## src/hw/rtl/truth_table_gate_network_evaluator_unit_macros.svh

```systemverilog
// Assertion macros used by the top level of the truth table evaluator RTL.
`ifndef TRUTH_TABLE_GATE_NETWORK_EVALUATOR_UNIT_MACROS_SVH
`define TRUTH_TABLE_GATE_NETWORK_EVALUATOR_UNIT_MACROS_SVH

`ifndef ASSERT_OFF

// Checks a property on every rising edge of clk outside reset.
`define TTGNE_ASSERT(label, prop, msg) \
	label: assert property (@(posedge clk) disable iff (!arst_n) (prop)) \
		else $error(msg);

// Checks that the consequent holds in the same cycle as the antecedent.
`define TTGNE_ASSERT_IMPL(label, ante, cons, msg) \
	label: assert property (@(posedge clk) disable iff (!arst_n) (ante) |-> (cons)) \
		else $error(msg);

// Checks that the consequent holds in the cycle after the antecedent.
`define TTGNE_ASSERT_NEXT(label, ante, cons, msg) \
	label: assert property (@(posedge clk) disable iff (!arst_n) (ante) |=> (cons)) \
		else $error(msg);

`else

`define TTGNE_ASSERT(label, prop, msg)
`define TTGNE_ASSERT_IMPL(label, ante, cons, msg)
`define TTGNE_ASSERT_NEXT(label, ante, cons, msg)

`endif

`endif

```

## src/hw/rtl/ttgne_pkg.sv

```systemverilog
// Package with the types, constants and helper functions of the truth table evaluator.
`timescale 1ns / 1ps
`default_nettype none

package ttgne_pkg;

	localparam int TT_W         = 64;
	localparam int SLOT_W       = 8;
	localparam int VAR_W        = 3;
	localparam int OP_W         = 4;
	localparam int COUNT_W      = 3;
	localparam int FANIN_FIELDS = 4;
	localparam int LANE_W       = 2;

	// Gate kinds as carried by the operation field.
	localparam logic [OP_W-1:0] OP_ZERO = 4'd0;
	localparam logic [OP_W-1:0] OP_ONE  = 4'd1;
	localparam logic [OP_W-1:0] OP_NOP  = 4'd2;
	localparam logic [OP_W-1:0] OP_IN   = 4'd3;
	localparam logic [OP_W-1:0] OP_OUT  = 4'd4;
	localparam logic [OP_W-1:0] OP_NOT  = 4'd5;
	localparam logic [OP_W-1:0] OP_AND  = 4'd6;
	localparam logic [OP_W-1:0] OP_OR   = 4'd7;
	localparam logic [OP_W-1:0] OP_XOR  = 4'd8;
	localparam logic [OP_W-1:0] OP_NAND = 4'd9;
	localparam logic [OP_W-1:0] OP_NOR  = 4'd10;
	localparam logic [OP_W-1:0] OP_XNOR = 4'd11;
	localparam logic [OP_W-1:0] OP_MAJ  = 4'd12;

	localparam logic [COUNT_W-1:0] MAJ_ARITY = 3'd3;

	typedef struct packed {
		logic [OP_W-1:0]    operation;
		logic               is_source;
		logic [VAR_W-1:0]   var_index;
		logic [SLOT_W-1:0]  gate_slot;
		logic [COUNT_W-1:0] fanin_count;
		logic [SLOT_W-1:0]  fanin_a;
		logic [SLOT_W-1:0]  fanin_b;
		logic [SLOT_W-1:0]  fanin_c;
		logic [SLOT_W-1:0]  fanin_d;
		logic               is_target;
	} gate_item_t;

	typedef struct packed {
		logic [TT_W-1:0] gate_table;
		logic            target_flag;
	} gate_result_t;

	typedef enum logic [1:0] {
		ST_IDLE,
		ST_READ,
		ST_DRAIN,
		ST_CALC
	} ctrl_state_t;

	// Commands from the controller to the datapath.
	typedef struct packed {
		logic              load;
		logic              rd_en;
		logic              rd_from_in;
		logic [LANE_W-1:0] rd_lane;
		logic              calc;
	} ctrl_cmd_t;

	// Status from the datapath to the controller.
	typedef struct packed {
		logic [COUNT_W-1:0] in_count;
		logic [COUNT_W-1:0] item_count;
		logic               out_free;
		logic               capture_pending;
	} ctrl_sts_t;

	// Projection pattern of one of the six variables; higher numbers give zero.
	function automatic logic [TT_W-1:0] var_pattern(input logic [VAR_W-1:0] var_num);
		logic [TT_W-1:0] pat;
		case (var_num)
			3'd0:    pat = 64'hAAAA_AAAA_AAAA_AAAA;
			3'd1:    pat = 64'hCCCC_CCCC_CCCC_CCCC;
			3'd2:    pat = 64'hF0F0_F0F0_F0F0_F0F0;
			3'd3:    pat = 64'hFF00_FF00_FF00_FF00;
			3'd4:    pat = 64'hFFFF_0000_FFFF_0000;
			3'd5:    pat = 64'hFFFF_FFFF_0000_0000;
			default: pat = '0;
		endcase
		return pat;
	endfunction

endpackage

`default_nettype wire

```

## src/hw/rtl/ttgne_word_if.sv

```systemverilog
// Valid/ready channel interface that carries one word per handshake.
`timescale 1ns / 1ps
`default_nettype none

interface ttgne_word_if #(
	parameter type payload_t = logic
);
	logic     valid;
	logic     ready;
	payload_t data;

	modport source (output valid, output data, input ready);
	modport sink (input valid, input data, output ready);
endinterface

`default_nettype wire

```

## src/hw/rtl/ttgne_ctrl.sv

```systemverilog
// Controller state machine that sequences fanin reads, the gate evaluation and the store write.
`timescale 1ns / 1ps
`default_nettype none

module ttgne_ctrl
	import ttgne_pkg::*;
(
	input  wire logic      clk,
	input  wire logic      arst_n,
	input  wire logic      in_valid,
	output logic           in_ready,
	input  wire ctrl_sts_t sts,
	output ctrl_cmd_t      cmd
);

	ctrl_state_t       state_q;
	ctrl_state_t       state_next;
	logic [LANE_W-1:0] lane_q;
	logic [LANE_W-1:0] lane_next;

	always_ff @(posedge clk or negedge arst_n) begin
		if (!arst_n) begin
			state_q <= ST_IDLE;
			lane_q  <= '0;
		end else begin
			state_q <= state_next;
			lane_q  <= lane_next;
		end
	end

	always_comb begin
		state_next     = state_q;
		lane_next      = lane_q;
		in_ready       = 1'b0;
		cmd            = '0;
		case (state_q)
			ST_IDLE: begin
				in_ready = 1'b1;
				if (in_valid) begin
					cmd.load = 1'b1;
					if (sts.in_count == '0) begin
						state_next = ST_CALC;
					end else begin
						// The first fanin is read straight from the incoming word.
						cmd.rd_en      = 1'b1;
						cmd.rd_from_in = 1'b1;
						lane_next      = LANE_W'(1);
						state_next     = (sts.in_count == COUNT_W'(1)) ? ST_DRAIN : ST_READ;
					end
				end
			end
			ST_READ: begin
				cmd.rd_en   = 1'b1;
				cmd.rd_lane = lane_q;
				lane_next   = lane_q + LANE_W'(1);
				if ((COUNT_W'(lane_q) + COUNT_W'(1)) == sts.item_count) begin
					state_next = ST_DRAIN;
				end
			end
			ST_DRAIN: begin
				state_next = ST_CALC;
			end
			ST_CALC: begin
				if (sts.out_free) begin
					cmd.calc   = 1'b1;
					state_next = ST_IDLE;
				end
			end
			default: begin
				state_next = ST_IDLE;
			end
		endcase
	end

endmodule

`default_nettype wire

```

## src/hw/rtl/ttgne_datapath.sv

```systemverilog
// Datapath with the table store, fanin operand lanes, gate logic and the output register.
`timescale 1ns / 1ps
`default_nettype none

module ttgne_datapath
	import ttgne_pkg::*;
#(
	parameter int NUM_GATES = 256,
	parameter int MAX_FANIN = 4
) (
	input  wire logic         clk,
	input  wire logic         arst_n,
	input  wire gate_item_t   in_item,
	input  wire ctrl_cmd_t    cmd,
	output ctrl_sts_t         sts,
	input  wire logic         out_ready,
	output logic              out_valid,
	output gate_result_t      out_item
);

	localparam int AW        = $clog2(NUM_GATES);
	localparam int RW        = AW + 4;
	localparam int LIMIT_INT = (MAX_FANIN < FANIN_FIELDS) ? MAX_FANIN : FANIN_FIELDS;
	localparam logic [COUNT_W-1:0] COUNT_LIMIT = COUNT_W'(LIMIT_INT);

	// Slot numbers are below 256 and the store has at least 16 entries, so the
	// quotient fits in four bits and four conditional subtractions reduce it.
	function automatic logic [AW-1:0] slot_index(input logic [SLOT_W-1:0] slot);
		logic [RW-1:0] rem;
		rem = RW'(slot);
		for (int k = 3; k >= 0; k--) begin
			if (rem >= (RW'(NUM_GATES) << k)) begin
				rem = rem - (RW'(NUM_GATES) << k);
			end
		end
		return rem[AW-1:0];
	endfunction

	function automatic logic [COUNT_W-1:0] sat_count(input logic [COUNT_W-1:0] cnt);
		return (cnt > COUNT_LIMIT) ? COUNT_LIMIT : cnt;
	endfunction

	logic [TT_W-1:0]    store_mem [NUM_GATES];
	logic [TT_W-1:0]    rdata_q;
	gate_item_t         item_q;
	logic               rd_vld_s1;
	logic [LANE_W-1:0]  rd_lane_s1;
	logic [TT_W-1:0]    op_q [FANIN_FIELDS];
	logic [TT_W-1:0]    gate_table_q;
	logic               target_q;
	logic               out_valid_q;
	logic [SLOT_W-1:0]  rd_slot;
	logic [AW-1:0]      rd_addr;
	logic [AW-1:0]      wr_addr;
	logic [COUNT_W-1:0] item_count;
	logic [TT_W-1:0]    result;

	assign item_count = sat_count(item_q.fanin_count);

	always_comb begin
		if (cmd.rd_from_in) begin
			rd_slot = in_item.fanin_a;
		end else begin
			case (cmd.rd_lane)
				2'd0:    rd_slot = item_q.fanin_a;
				2'd1:    rd_slot = item_q.fanin_b;
				2'd2:    rd_slot = item_q.fanin_c;
				default: rd_slot = item_q.fanin_d;
			endcase
		end
	end

	assign rd_addr = slot_index(rd_slot);
	assign wr_addr = slot_index(item_q.gate_slot);

	always_ff @(posedge clk) begin
		if (cmd.calc) begin
			store_mem[wr_addr] <= result;
		end
		if (cmd.rd_en) begin
			rdata_q <= store_mem[rd_addr];
		end
	end

	always_ff @(posedge clk) begin
		if (cmd.load) begin
			item_q <= in_item;
		end
		if (rd_vld_s1) begin
			op_q[rd_lane_s1] <= rdata_q;
		end
		if (cmd.calc) begin
			gate_table_q <= result;
			target_q     <= item_q.is_target;
		end
	end

	always_ff @(posedge clk or negedge arst_n) begin
		if (!arst_n) begin
			rd_vld_s1   <= 1'b0;
			rd_lane_s1  <= '0;
			out_valid_q <= 1'b0;
		end else begin
			rd_vld_s1  <= cmd.rd_en;
			rd_lane_s1 <= cmd.rd_from_in ? '0 : cmd.rd_lane;
			if (cmd.calc) begin
				out_valid_q <= 1'b1;
			end else if (out_ready) begin
				out_valid_q <= 1'b0;
			end
		end
	end

	// Gate evaluation over the captured operands; lanes past the count read as zero.
	always_comb begin
		logic [TT_W-1:0] opm [FANIN_FIELDS];
		logic [TT_W-1:0] and_acc;
		logic [TT_W-1:0] or_acc;
		logic [TT_W-1:0] xor_acc;
		logic [TT_W-1:0] maj;
		for (int i = 0; i < FANIN_FIELDS; i++) begin
			opm[i] = (COUNT_W'(i) < item_count) ? op_q[i] : '0;
		end
		and_acc = opm[0];
		or_acc  = opm[0];
		xor_acc = opm[0];
		for (int i = 1; i < FANIN_FIELDS; i++) begin
			if (COUNT_W'(i) < item_count) begin
				and_acc = and_acc & opm[i];
				or_acc  = or_acc | opm[i];
				xor_acc = xor_acc ^ opm[i];
			end
		end
		maj = (opm[0] & opm[1]) | (opm[0] & opm[2]) | (opm[1] & opm[2]);
		if (item_q.is_source) begin
			result = var_pattern(item_q.var_index);
		end else begin
			case (item_q.operation)
				OP_ZERO: result = '0;
				OP_ONE:  result = '1;
				OP_NOP:  result = opm[0];
				OP_IN:   result = opm[0];
				OP_OUT:  result = opm[0];
				OP_NOT:  result = ~opm[0];
				OP_AND:  result = and_acc;
				OP_OR:   result = or_acc;
				OP_XOR:  result = xor_acc;
				OP_NAND: result = ~and_acc;
				OP_NOR:  result = ~or_acc;
				OP_XNOR: result = ~xor_acc;
				OP_MAJ:  result = (item_count == MAJ_ARITY) ? maj : '0;
				default: result = '0;
			endcase
		end
	end

	assign sts.in_count        = sat_count(in_item.fanin_count);
	assign sts.item_count      = item_count;
	assign sts.out_free        = !out_valid_q || out_ready;
	assign sts.capture_pending = rd_vld_s1;

	assign out_valid            = out_valid_q;
	assign out_item.gate_table  = gate_table_q;
	assign out_item.target_flag = target_q;

endmodule

`default_nettype wire

```

## src/hw/rtl/truth_table_gate_network_evaluator_unit.sv

```systemverilog
// Top level of the six-variable truth table gate network evaluator.
//
//  channel    direction  word           fields
//  gate_in    sink       gate_item_t    operation, is_source, var_index, gate_slot,
//                                       fanin_count, fanin_a..fanin_d, is_target
//  table_out  source     gate_result_t  gate_table, target_flag
//
// A gate with n fanins (n saturated to the smaller of MAX_FANIN and four) is accepted in
// IDLE, reads its second and later fanins in READ, passes DRAIN when n is not zero and
// reaches its result register in CALC; only then is the sequencer idle again. The single
// read port of the table store paces READ: one fanin table is read per cycle, and the
// last one is captured in the cycle after its read.
// Reset clears the control state only; the table store holds no defined contents until
// each slot is written. A stalled table_out holds the evaluation in its final cycle.
`timescale 1ns / 1ps
`default_nettype none
`include "truth_table_gate_network_evaluator_unit_macros.svh"

module truth_table_gate_network_evaluator_unit
	import ttgne_pkg::*;
#(
	parameter int NUM_GATES = 256,
	parameter int MAX_FANIN = 4
) (
	input wire logic       clk,
	input wire logic       arst_n,
	ttgne_word_if.sink     gate_in,
	ttgne_word_if.source   table_out
);

	// Command and status bundles between the sequencer and the datapath.
	ctrl_cmd_t    cmd;
	ctrl_sts_t    sts;
	gate_item_t   in_item;
	gate_result_t out_item;

	assign in_item = gate_in.data;

	// The sequencer accepts a gate word only when idle, then walks the fanin
	// lanes one store read per cycle, waits for the last read to land, and
	// finally evaluates the gate, writing the store and the output register
	// in the same cycle. The output register frees the input side: a new gate
	// word can be taken while the previous result still waits on table_out.
	ttgne_ctrl u_ctrl (
		.clk      (clk),
		.arst_n   (arst_n),
		.in_valid (gate_in.valid),
		.in_ready (gate_in.ready),
		.sts      (sts),
		.cmd      (cmd)
	);

	// The datapath owns the table store, the captured gate word, the operand
	// lanes and the gate logic. Fanins are read before the gate's own slot is
	// written, so a gate naming its own slot sees the previous table there.
	ttgne_datapath #(
		.NUM_GATES (NUM_GATES),
		.MAX_FANIN (MAX_FANIN)
	) u_datapath (
		.clk       (clk),
		.arst_n    (arst_n),
		.in_item   (in_item),
		.cmd       (cmd),
		.sts       (sts),
		.out_ready (table_out.ready),
		.out_valid (table_out.valid),
		.out_item  (out_item)
	);

	assign table_out.data = out_item;

	// Every fanin read must have landed in its lane before the gate is evaluated.
	`TTGNE_ASSERT_IMPL(a_calc_after_capture, cmd.calc, !sts.capture_pending, "gate evaluated with a fanin read in flight")

	// Reading and writing the store never share a cycle.
	`TTGNE_ASSERT(a_no_read_on_write, !(cmd.rd_en && cmd.calc), "store read and write in the same cycle")

	// An evaluation always presents its result on the next cycle.
	`TTGNE_ASSERT_NEXT(a_result_follows_calc, cmd.calc, table_out.valid, "evaluated table not presented")

	// Only one gate word is in work at a time.
	`TTGNE_ASSERT_NEXT(a_busy_after_accept, gate_in.valid && gate_in.ready, !gate_in.ready, "input still ready after accepting a gate word")

endmodule

`default_nettype wire
```

## src/flat_wrapper.sv

```systemverilog
// flat-port wrapper written by rule: the top's interface ports become plain ports
module truth_table_gate_network_evaluator_unit_flat import ttgne_pkg::*;
#(
	parameter int NUM_GATES = 256,
	parameter int MAX_FANIN = 4
)
  (clk, arst_n, gate_in_valid, gate_in_data, gate_in_ready, table_out_valid, table_out_data, table_out_ready);
  ttgne_word_if gate_in_i ();
  ttgne_word_if table_out_i ();
  input wire logic clk;
  input wire logic arst_n;
  input wire logic [$bits(gate_in_i.valid)-1:0] gate_in_valid;
  input wire logic [$bits(gate_in_i.data)-1:0] gate_in_data;
  output wire logic [$bits(gate_in_i.ready)-1:0] gate_in_ready;
  output wire logic [$bits(table_out_i.valid)-1:0] table_out_valid;
  output wire logic [$bits(table_out_i.data)-1:0] table_out_data;
  input wire logic [$bits(table_out_i.ready)-1:0] table_out_ready;
  assign gate_in_i.valid = gate_in_valid;
  assign gate_in_i.data = gate_in_data;
  assign gate_in_ready = gate_in_i.ready;
  assign table_out_valid = table_out_i.valid;
  assign table_out_data = table_out_i.data;
  assign table_out_i.ready = table_out_ready;
  truth_table_gate_network_evaluator_unit #(.NUM_GATES(NUM_GATES), .MAX_FANIN(MAX_FANIN)) u_core (.clk(clk), .arst_n(arst_n), .gate_in(gate_in_i), .table_out(table_out_i));
endmodule
```

## config.mk

```make
export PLATFORM = sky130hd
export DESIGN_NAME = truth_table_gate_network_evaluator_unit_flat
export DESIGN_NICKNAME = d
export VERILOG_FILES = /design/src/hw/rtl/ttgne_pkg.sv /design/src/hw/rtl/ttgne_word_if.sv /design/src/hw/rtl/ttgne_ctrl.sv /design/src/hw/rtl/ttgne_datapath.sv /design/src/hw/rtl/truth_table_gate_network_evaluator_unit.sv /design/src/flat_wrapper.sv
export VERILOG_INCLUDE_DIRS = /design/src /design/src/hw/rtl
export SDC_FILE = /design/constraint.sdc
export NUM_CORES = 1
export LEC_CHECK = 0
export BUFFER_PORTS_ARGS = -buffer_cell sky130_fd_sc_hd__buf_4
export CAP_MARGIN = 25
export CORE_AREA = 4 4 41 43
export CTS_CLUSTER_SIZE = 14
export DETAILED_ROUTE_END_ITERATION = 7
export DIE_AREA = 0 0 45 47
export HOLD_SLACK_MARGIN = 0.12
export PLACE_DENSITY_LB_ADDON = 0.15
export SLEW_MARGIN = 20
export SYNTH_ARGS = -nofsm -noshare
export SYNTH_HDL_FRONTEND = slang
export SYNTH_SLANG_ARGS = --single-unit
```

## constraint.sdc

```tcl
create_clock -name clk -period 1.7 [get_ports clk]
set_clock_uncertainty 0.05 [all_clocks]
set_input_delay 0 -clock clk [delete_from_list [all_inputs] [get_ports clk]]
set_output_delay 0 -clock clk [all_outputs]
set_load 0.005 [all_outputs]
```

; Yosys cells after proc, flatten, opt, wreduce, memory -nomap -nowiden
; Index checks and enable logic that the tools add are counted.
[word_totals]
latch_bits = 0
mem_count = 0
wordCells = 30
ff_bits = 7
mem_bits_rw = 0
in_bits = 5
output_inout_bits = 3
romBits = 0
[op_classes]
eq_ne = 6
shifts = 0
magnitude_cmp = 0
n_bitwise = 0
multipliers = 0
reduce_logical = 6
mux = 11
addsub = 2
n_div = 0
[op_table]
columns = operator, count
row1 = 2-bit case mux with 4 select lines, 1
row2 = 1-bit 2-to-1 mux, 6
row3 = 2-bit 2-to-1 mux, 3
row4 = 2-bit == test (second input constant), 2
row5 = 2-bit != test (second input constant), 2
row6 = 2-bit by 1-bit adder with 3-bit output (second input constant), 1
row7 = 3-bit zero test, 1
row8 = 3-bit 2-to-1 mux, 1
row9 = 3-bit AND reduction, 1
row10 = 2-bit by 1-bit adder with 2-bit output (second input constant), 1
row11 = 2-bit by 1-bit == test with 1-bit output (second input constant), 1
row12 = 2-bit zero test, 1
row13 = 2-bit by 1-bit != test with 1-bit output (second input constant), 1
row14 = 2-bit nonzero test, 1
row15 = 1-bit zero test, 1
row16 = 1-bit logical OR, 1

; Logic depth before layout (Yosys ltp)
; Gate-level depths: netlist of the first run.
[logic_depth]
depth_word = 5
ltp_mapped = 2
ltp_nobuf = 2

; Least setup slack after synthesis of the first run
; OpenSTA, ideal clock, no wires.
[synth_path]
kind = reg2reg
from = register u_core.u_ctrl.state_q[0]
to = register u_core.u_datapath.item_q[0] (netlist bit) (enable)
period_less_slack_ps = 1024
required_ps = 1358
arrival_ps = 682
slack_ps = 676
path_stages_with_launch = 3
cell_sequence = dfrtp_1 nor2_1 and2_1
[synth_rtl]
columns = item, line
row1 = start: declaration, ttgne_ctrl.sv:16  ; ctrl_state_t state_q;
row2 = start signal: assignment, ttgne_ctrl.sv:26  ; state_q <= state_next;
row3 = end signal: assignment, ttgne_datapath.sv:87  ; item_q <= in_item;
row4 = end: declaration, ttgne_datapath.sv:45  ; gate_item_t item_q;

; Final worst setup path of the first run
[layout_path]
from = input table_out_ready
to = register u_core.u_ctrl.state_q[1]
[layout_via]
elab_chain_len = 3
[layout_rtl]
columns = item, line
row1 = start: declaration, flat_wrapper.sv:17  ; input wire logic [$bits(table_out_i.ready)-1:0] table_out_ready;
row2 = 1-bit logical OR, ttgne_datapath.sv:159  ; assign sts.out_free = !out_valid_q || out_ready;
row3 = 2-bit by 1-bit != test with 1-bit output (no source line), -
row4 = 3-bit AND reduction (no source line), -
; No other way between the ends.
; A chain may end at the register's enable or synchronous reset.

==> results of run 1 <==
==> stage by stage <==
stage | utilization | instance area (um2) | total power, mW | setup WS [ns] | hold WS, ns
6_report | 0.2692 | 350.3 | 0.3826 | 0.2801 | 0.3766
5_1_grt | 0.2692 | 350.3 | 0.4217 | 0.2526 | 0.3995
4_1_cts | 0.2692 | 350.3 | 0.3924 | 0.3055 | 0.3814
3_5_place_dp | 0.2029 | 264.0 | 0.2393 | 0.6626 | -0.2581
3_3_place_gp | 0.2029 | 264.0 | 0.2383 | 0.6770 | -0.2587
2_1_floorplan | - | 192.7 | 0.1973 | 0.6763 | -0.3456
==> synthesized netlist by cell type <==
master,instances,share of area
dfrtp_1,3,0.39
edfxtp_1,2,0.31
nand2_1,2,0.039
nor2_1,2,0.039
a21oi_1,1,0.026
a31oi_1,1,0.032
and2_1,1,0.032
nand2b_1,1,0.032
nand3b_1,1,0.039
nor2b_1,1,0.032
nor3_1,1,0.026
==> flip-flops by register name (all words and copies together) (netlist names) <==
signal and flops:
u_core.u_ctrl.state_q 2, u_core.u_datapath.item_q 1, u_core.u_datapath.out_valid 1, u_core.u_datapath.target_q 1
==> critical path: cells and delay by family <==
family,cells,cell delay [ns]
buf+inv,3,1.24
simple gates,1,0.15
compound gates,1,0.15
==> cell families (layout without fill, tap and decap cells) <==
logic type / after synthesis / in the layout / synth area share
flip-flops: 5 / 5 / 0.7013
AND/OR/NAND/NOR: 9 / 9 / 0.2403
buffers and inverters: 0 / 17 / 0
AO/OA/AOI/OAI: 2 / 2 / 0.05844
==> path summary, 6_finish.rpt <==
check	cells past startpoint	to	slack, ns
min reg2reg	0	u_core.u_datapath.target_q	0.38
max in group asynchronous	3	u_core.u_ctrl.state_q[0]	0.87
max	5	u_core.u_ctrl.state_q[1]	0.28
min	0	u_core.u_datapath.target_q	0.38
min in group asynchronous	3	u_core.u_datapath.out_valid	0.59
max reg2reg	3	u_core.u_ctrl.state_q[1]	0.34
==> metal layers <==
metal | vias to the layer above | share of wire | track usage
li1 | 88 | - | -
met1 | 79 | 0.40 | 0.05300
met2 | 6 | 0.49 | 0.06780
met3 | 0 | 0.10 | 0.05747
met4 | 0 | 0 | 0.01754
met5 | - | 0 | 0
==> power by group through the flow <==
stage	clock network [mW]	registers [mW]	logic (mW)
after floorplan	0	0.169	0.0280
after global placement	0	0.171	0.0673
after detailed placement	0	0.171	0.0678
after CTS	0.141	0.170	0.0822
after global routing	0.159	0.172	0.0904
final	0.133	0.170	0.0801
==> repair_timing <==
action,4_1_cts,5_1_grt
setup endpoints to repair,0,0
hold buffers,6,0
endpoints found under the hold margin,8,0
==> layout make-up <==
cell class / instances / area, um2 / share of cell area
timing repair buffer: 13 / 112.6 / 0.3214
tap: 15 / 18.77 / 0.05357
multi-input combinational: 11 / 57.56 / 0.1643
clock buffer: 4 / 26.28 / 0.07500
sequential: 5 / 135.1 / 0.3857
==> metrics.yaml, run 1 <==
sta:
  hold_viol: 0
  min_period_over_period: 0.8352
  fin_setup_tns_ns: 0
  fin_crit_ns: 1.420
  timing.slew.headroom: 0.8822
  rsz0062_at_grt: "false"
  worstMarginPinSlew_ns: 0.1768
  setup_violations: 0
  max_freq_mhz: 704.3
  drv_slew: 0
detailed_routing:
  vias: 173
  wirelength_um: 390
  vias_per_cell: 3.604
  wl_per_cell_um: 8.125
  drtPass1Iterations: 1
  drtIter0Drc: 0
  ant_nets: 0
  drc: 0
pwr:
  power.switching_uw: 93.00
  p_leak_nw: 0.1558
  p_comb_frac: 0.209
  ir_drop_v: 0.0004459
  p_sw_frac: 0.2430
  power_density_mw_per_mm2: 1092
  p_seq_frac: 0.443
  p_int_uw: 289.6
  clkPwrFrac: 0.348
min_path:
  holdCritPathClass: "flip-flop to flip-flop"
  hp-start: "u_core.u_datapath.item_q[0]"
global_route:
  grt_max_degree: 7
  grt_use_total: 0.05159
  grt_overflow: 0
  grt_pass1_wl_um: 710
  grt_pass1_vias: 159
  antenna_found_initial: 0
setup_path:
  crit_type: "input pin to flip-flop"
  r2r-start: "u_core.u_ctrl.state_q[1]"
  crit_path_top_delay_cell: "dlygate4sd3_1"
  critical-path-max-stage-delay_ns: 0.57
  path_cells: "dlygate4sd3_1 -> buf_4 -> nand3b_1 -> a21oi_1 -> dlygate4sd3_1"
  startpoint: "table_out_ready"
  cp.required_ns: 1.82
  end_kind: "flip-flop"
  worst-path-max-fanout: 2
  cp_data_arrival_time_ns: 1.54
  cpMostUsedCell: "dlygate4sd3_1"
  start_kind: "input pin"
layout:
  fin_cells: 48
  diodes: 0
  final_common_cell: "buf_4"
  layout.nets: 39
  final_cell_mix: "buf_4 (7), dlygate4sd3_1 (6), clkbuf_4 (3), dfrtp_1 (3)"
  areaGrowthSynthToFinish_pct: 81.82
  drive_gt1_frac: 0.3030
  num-fill-cells: 148
die:
  core-area_mm2: 0.001301
  io_pins: 8
  die_width_um: 45
  die_h_um: 47
  dieArea_mm2: 0.002115
  rows: 13
  start_util: 0.1481
clocking:
  worstSkewPairLatency_ns: 0.24
  cts_resized: 0
  cts_sinks: 5
  clockBufferDepth: 2
  htreeDepth: 1
  cts_setup_buffers: 0
  clkTransAtPathRegs_ns: 0.04
  cts_root_buf: "clkbuf_4"
  cts_made_buffers: 3
  cts_tree: "built"
logic_synthesis:
  syn-cell-area_um2: 192.7
  avgSynthCellArea_um2: 12.04
  ys_types: 11
  synth_nets: 21
  postSynthCellCount: 16
  ys_seq_elements: 5
  yosys_warnings: 0
  synth-seq-area-share: 0.7013
placed_design:
  place.gp.congestion: 0.7693
  place_inst: 38
  numPortBuffers: 7
flow_run:
  maxCapViolCount: 0
status:
  status: "finished clean"
Note: power is estimated with default switching activity, not from simulation.
==> run 2: changes to the inputs <==
==> constraint.sdc (replaced) <==
create_clock -name clk -period 1.3 [get_ports clk]
set_clock_uncertainty 0.05 [all_clocks]
set_input_delay 0 -clock clk [delete_from_list [all_inputs] [get_ports clk]]
set_output_delay 0 -clock clk [all_outputs]
set_load 0.005 [all_outputs]
==> metrics.yaml, run 2 (same netlist as run 1, synthesis figures left out) <==
status:
  status: "finished clean"
pwr:
  clkPwrFrac: 0.357  # +0.009
  p_seq_frac: 0.447  # +0.004
  ir_drop_v: 0.0004570  # +2.5%
  power_density_mw_per_mm2: 1453  # +33%
  p_int_uw: 372.9  # +29%
  p_sw_frac: 0.2458  # +0.002752
  power.switching_uw: 121.5  # +31%
  p_comb_frac: 0.196  # -0.013
  fin_total_pwr_uw: 494.5  # +29%
  p_leak_nw: 0.1489  # -4.4%
detailed_routing:
  ant_nets: 0  # unchanged
  drtIter0Drc: 4  # +4
  drc: 0  # unchanged
  wirelength_um: 381  # -2.3%
  drtPass1Iterations: 4  # +3
  vias_per_cell: 3.702  # +2.7%
  vias: 174  # +0.58%
  wl_per_cell_um: 8.106  # -0.23%
placed_design:
  placed_area_um2: 264.0  # unchanged
  numPortBuffers: 7  # unchanged
  place.gp.congestion: 0.7596  # -1.3%
  dp_hpwl_um: 292.4
setup_path:
  cp_data_arrival_time_ns: 0.93  # -0.61 ns
  startpoint: "table_out_ready"
  path_buf_inv: 2  # -1
  crit_path_top_delay_cell: "dlygate4sd3_1"
  path_cells: "dlygate4sd3_1 -> buf_4 -> nand2b_1 -> nor2b_1"
  cp.required_ns: 1.20  # -0.62 ns
  start_kind: "input pin"
  crit_path_end: "u_core.u_datapath.target_q"
  end_kind: "flip-flop"
  worst-path-max-fanout: 3  # +1
  reg2reg_depth: 2  # -1
  critical_path.top_delay_family: "buffers and inverters"
  r2r-end: "u_core.u_datapath.item_q[0]"
  r2r-start: "u_core.u_ctrl.state_q[1]"
  crit_type: "input pin to flip-flop"
  cp.depth: 4  # -1
  critical-path-max-stage-delay_ns: 0.53  # -0.04 ns
  reg2reg_setup_slack_ns: 0.28  # -0.06 ns
layout:
  layout.nets: 38  # -2.6%
  largest_reg_flops: 2  # unchanged
  drive_gt1_frac: 0.3125  # +0.009470
  utilization: 0.2615  # -0.007693
  areaGrowthSynthToFinish_pct: 76.62
  final_common_cell: "buf_4"
  diodes: 0  # unchanged
  multi_input_area_um2: 57.56  # unchanged
  final_cell_mix: "buf_4 (7), dlygate4sd3_1 (5), clkbuf_4 (3), dfrtp_1 (3)"
  num-fill-cells: 159  # +7.4%
  largest-register: "u_core.u_ctrl.state_q"
  regArea_um2: 135.1  # unchanged
  fin_area_um2: 340.3  # -2.9%
clocking:
  cts_sinks: 5  # unchanged
  cts_root_buf: "clkbuf_4"
  cts_tree: "built"
  clkTransAtPathRegs_ns: 0.04  # about the same
  cts_made_buffers: 3  # unchanged
  clockBufferDepth: 2  # unchanged
  htreeDepth: 1  # unchanged
  worstSkewPairLatency_ns: 0.24  # about the same
global_route:
  grt_pass1_vias: 157  # -1.3%
  grt_overflow: 0  # unchanged
  antenna_found_initial: 0  # unchanged
  grt_use_total: 0.05255  # +0.0009605
  grt_max_degree: 7  # unchanged
  grt_pass1_wl_um: 641  # -9.7%
die:
  dieArea_mm2: 0.002115  # unchanged
  die_width_um: 45  # unchanged
  io_pins: 8  # unchanged
  start_util: 0.1481  # unchanged
  die_h_um: 47  # unchanged
  rows: 13  # unchanged
  core-area_mm2: 0.001301  # unchanged
flow_run:
  maxCapViolCount: 0  # unchanged
sta:
  hold_viol: 0  # unchanged
  fin_crit_ns: 1.030
  rsz0062_at_grt: "false"
  fin_setup_tns_ns: 0  # unchanged
  setup_violations: 0  # unchanged
  timing.slew.headroom: 0.8896  # +0.007489
  worstMarginPinSlew_ns: 0.1655  # -0.01123 ns
  drv_slew: 0  # unchanged
  whs_ns: 0.3671  # -0.009507 ns
  min_period_over_period: 0.7921
  max_freq_mhz: 971.2
min_path:
  holdCritPathClass: "flip-flop to flip-flop"
run 2: final cells by class:
cell class              instances  share of cell area
flip-flops and latches          5              0.3971
clock buffers                   4             0.07721
multi-input cells              11              0.1691
well taps                      15             0.05515
repair buffers                 12              0.3015
run 2: repair_timing:
action	CTS	global route
hold buffers	5	0
gates resized for setup	0	0
buffers inserted	0	0
hold endpoints to repair	8	0
run 2: stage by stage:
step	setup slack (ns)	instances
floorplan	0.2763	16
global placement	0.2752	38
detailed placement	0.2839	38
CTS	0.2728	47
global route	0.2141	47
finish	0.2703	47
run 2: power groups by stage:
stage,Combinational [mW],Sequential [mW],Clock (mW)
6_report,0.0969,0.221,0.177
5_1_grt,0.110,0.225,0.206
4_1_cts,0.101,0.221,0.186
3_5_place_dp,0.0887,0.223,0
3_3_place_gp,0.0883,0.224,0
2_1_floorplan,0.0366,0.221,0
run 2: per-layer routing:
metal | track usage | routed length, um
met1 | 0.03953 | 140
met2 | 0.06215 | 192
met3 | 0.05747 | 41
met4 | 0.07018 | 7
met5 | 0 | 0
run 2: how the worst min path moves through the flow:
stage / endpoint / start / slack, ns / depth (start not counted)
after floorplan: u_core.u_ctrl.state_q[0] / arst_n / -0.35 / 0
after global placement: u_core.u_datapath.out_valid / arst_n / -0.26 / 1
after detailed placement: u_core.u_ctrl.state_q[1] / arst_n / -0.26 / 1
after CTS: u_core.u_datapath.target_q / u_core.u_datapath.item_q[0] / 0.37 / 0
after global routing: u_core.u_datapath.target_q / u_core.u_datapath.item_q[0] / 0.38 / 0
final: u_core.u_datapath.target_q / u_core.u_datapath.item_q[0] / 0.37 / 0
==> run 3: changes to the inputs <==
==> constraint.sdc (replaced) <==
create_clock -name clk -period 0.96 [get_ports clk]
set_clock_uncertainty 0.05 [all_clocks]
set_input_delay 0 -clock clk [delete_from_list [all_inputs] [get_ports clk]]
set_output_delay 0 -clock clk [all_outputs]
set_load 0.005 [all_outputs]
==> metrics.yaml, run 3 (same netlist as run 1, synthesis figures left out) <==
layout:
  largest_reg_flops: 2  # unchanged
  areaGrowthSynthToFinish_pct: 125.3
  final_cell_mix: "buf_4 (12), dlygate4sd3_1 (4), clkbuf_4 (3), buf_6 (3), dfrtp_1 (3)"
  regArea_um2: 135.1  # unchanged
  multi_input_area_um2: 90.09  # +57%
  layout.nets: 45  # +18%
  num-fill-cells: 132  # -17%
  diodes: 0  # unchanged
  fin_area_um2: 434.2  # +28%
  largest-register: "u_core.u_ctrl.state_q"
  fin_cells: 54  # +15%
  final_common_cell: "buf_4"
  drive_gt1_frac: 0.5897  # +0.2772
clocking:
  worstSkewPairLatency_ns: 0.24  # about the same
  cts_root_buf: "clkbuf_4"
  clkTransAtPathRegs_ns: 0.04  # about the same
  postCtsHoldBufs: 5  # unchanged
  cts_sinks: 5  # unchanged
  cts_setup_buffers: 0  # unchanged
  htreeDepth: 1  # unchanged
  cts_tree: "built"
  cts_made_buffers: 3  # unchanged
  clockBufferDepth: 2  # unchanged
sta:
  fin_crit_ns: 1.012
  setup_ws_ns: -0.05247  # -0.3228 ns
  setup_violations: 4  # +4
  drv_slew: 0  # unchanged
  timing.slew.headroom: 0.8558  # -0.03389
  worstMarginPinSlew_ns: 0.2152  # +0.04966 ns
  min_period_over_period: 1.055
  hold_viol: 0  # unchanged
  max_freq_mhz: 987.7
  rsz0062_at_grt: "true"
detailed_routing:
  drtIter0Drc: 3  # -1
  wl_per_cell_um: 9.333  # +15%
  wirelength_um: 504  # +32%
  ant_nets: 0  # unchanged
  vias_per_cell: 3.759  # +1.5%
  drc: 0  # unchanged
  drtPass1Iterations: 3  # -1
  vias: 203  # +17%
global_route:
  grt_use_total: 0.05798  # +0.005435
  use_met3: 0.06897  # +0.01149
  grt_overflow: 0  # unchanged
  antenna_found_initial: 0  # unchanged
  groute.layer.met1.usage: 0.03926  # -0.0002739
  grt_max_degree: 5  # -2
  grt_pass1_wl_um: 800  # +25%
  gr-usage-met2: 0.1073  # +0.04520
  top_usage_layer: "met2"
  grt_pass1_vias: 239  # +52%
pwr:
  power_density_mw_per_mm2: 1966  # +35%
  ir_drop_v: 0.0008004  # +75%
  p_leak_nw: 0.1958  # +32%
placed_design:
  place_ws_ns: -0.02601  # -0.3099 ns
  place.gp.congestion: 0.7786  # +2.5%
  numPortBuffers: 7  # unchanged
  dp_hpwl_um: 366.6  # +25%
  placed_area_um2: 319.1  # +21%
  place_inst: 45  # +18%
die:
  io_pins: 8  # unchanged
  die_width_um: 45  # unchanged
  start_util: 0.1481  # unchanged
  core-area_mm2: 0.001301  # unchanged
  dieArea_mm2: 0.002115  # unchanged
  rows: 13  # unchanged
  die_h_um: 47  # unchanged
setup_path:
  r2r-end: "u_core.u_datapath.item_q[0]"
  reg2reg_depth: 2  # unchanged
  end_kind: "output port"
  crit_type: "flip-flop to output port"
  worst-path-max-fanout: 4  # +1
  reg2reg_setup_slack_ns: -0.04  # -0.32 ns
  cp_data_arrival_time_ns: 0.96  # +0.03 ns
  r2r-start: "u_core.u_ctrl.state_q[0]"
  cp.required_ns: 0.91  # -0.29 ns
  start_kind: "flip-flop"
status:
  violations: "negative setup slack"
  status: "complete, but fails checks"
min_path:
  hp-start: "table_out_ready"
  whs_path_depth: 4  # +4
  holdCritPathClass: "input pin to flip-flop"
  min_to: "u_core.u_ctrl.state_q[1]"
flow_run:
  maxCapViolCount: 0  # unchanged
[run 3: per-stage QoR]
step	util	power [mW]	setup TNS (ns)	hold slack, ns
floorplan	-	0.3554	-0.04492	-0.3456
global route	0.3337	0.9181	-0.3261	0.08169
global placement	0.2452	0.5163	-0.02593	-0.2583
finish	0.3337	0.8535	-0.1461	0.09325
detailed placement	0.2452	0.5215	-0.05270	-0.2594
CTS	0.3067	0.7930	-0.1983	0.3787
[run 3: worst max-delay path by stage]
stage               cells after the start                     endpoint                      from
floorplan                               2  u_core.u_datapath.item_q[0]  u_core.u_ctrl.state_q[0]
global placement                        2  u_core.u_datapath.item_q[0]  u_core.u_ctrl.state_q[0]
detailed placement                      2  u_core.u_datapath.item_q[0]  u_core.u_ctrl.state_q[0]
CTS                                     3                gate_in_ready  u_core.u_ctrl.state_q[1]
global route                            3                gate_in_ready  u_core.u_ctrl.state_q[0]
finish                                  3                gate_in_ready  u_core.u_ctrl.state_q[0]
[run 3: critical path, cell delays in order, from the launching register on]
cell and delay [ns]:
dfrtp_1 0.41, nor2_2 0.12, buf_4 0.11, buf_6 0.08
[run 3: cell type report]
type                    count  share of cell area
flip-flops and latches      5              0.3112
repair buffers             19              0.3775
well taps                  15             0.04323
multi-input cells          11              0.2075
clock buffers               4             0.06052
[run 3: what timing repair did]
| item | 4_1_cts | 5_1_grt |
|---|---|---|
| resized for setup | 1 | 7 |
| endpoints found under the setup margin | 4 | 5 |
| hold endpoints to repair | 8 | 1 |
| pin swaps | 1 | 1 |
[run 3: power by group]
part	leakage [nW]	total [mW]	internal [mW]	switching [mW]
combinational	0.126	0.309	0.205	0.104
sequential	0.0547	0.306	0.265	0.0411
clock	0.0150	0.238	0.157	0.0810
[run 3: layer usage]
layer | part of all wire | routed length [um] | up-vias
li1 | - | - | 102
met1 | 0.38 | 190 | 96
met2 | 0.56 | 282 | 5
met3 | 0.062 | 31 | 0
met4 | 0 | 0 | 0
met5 | 0 | 0 | -
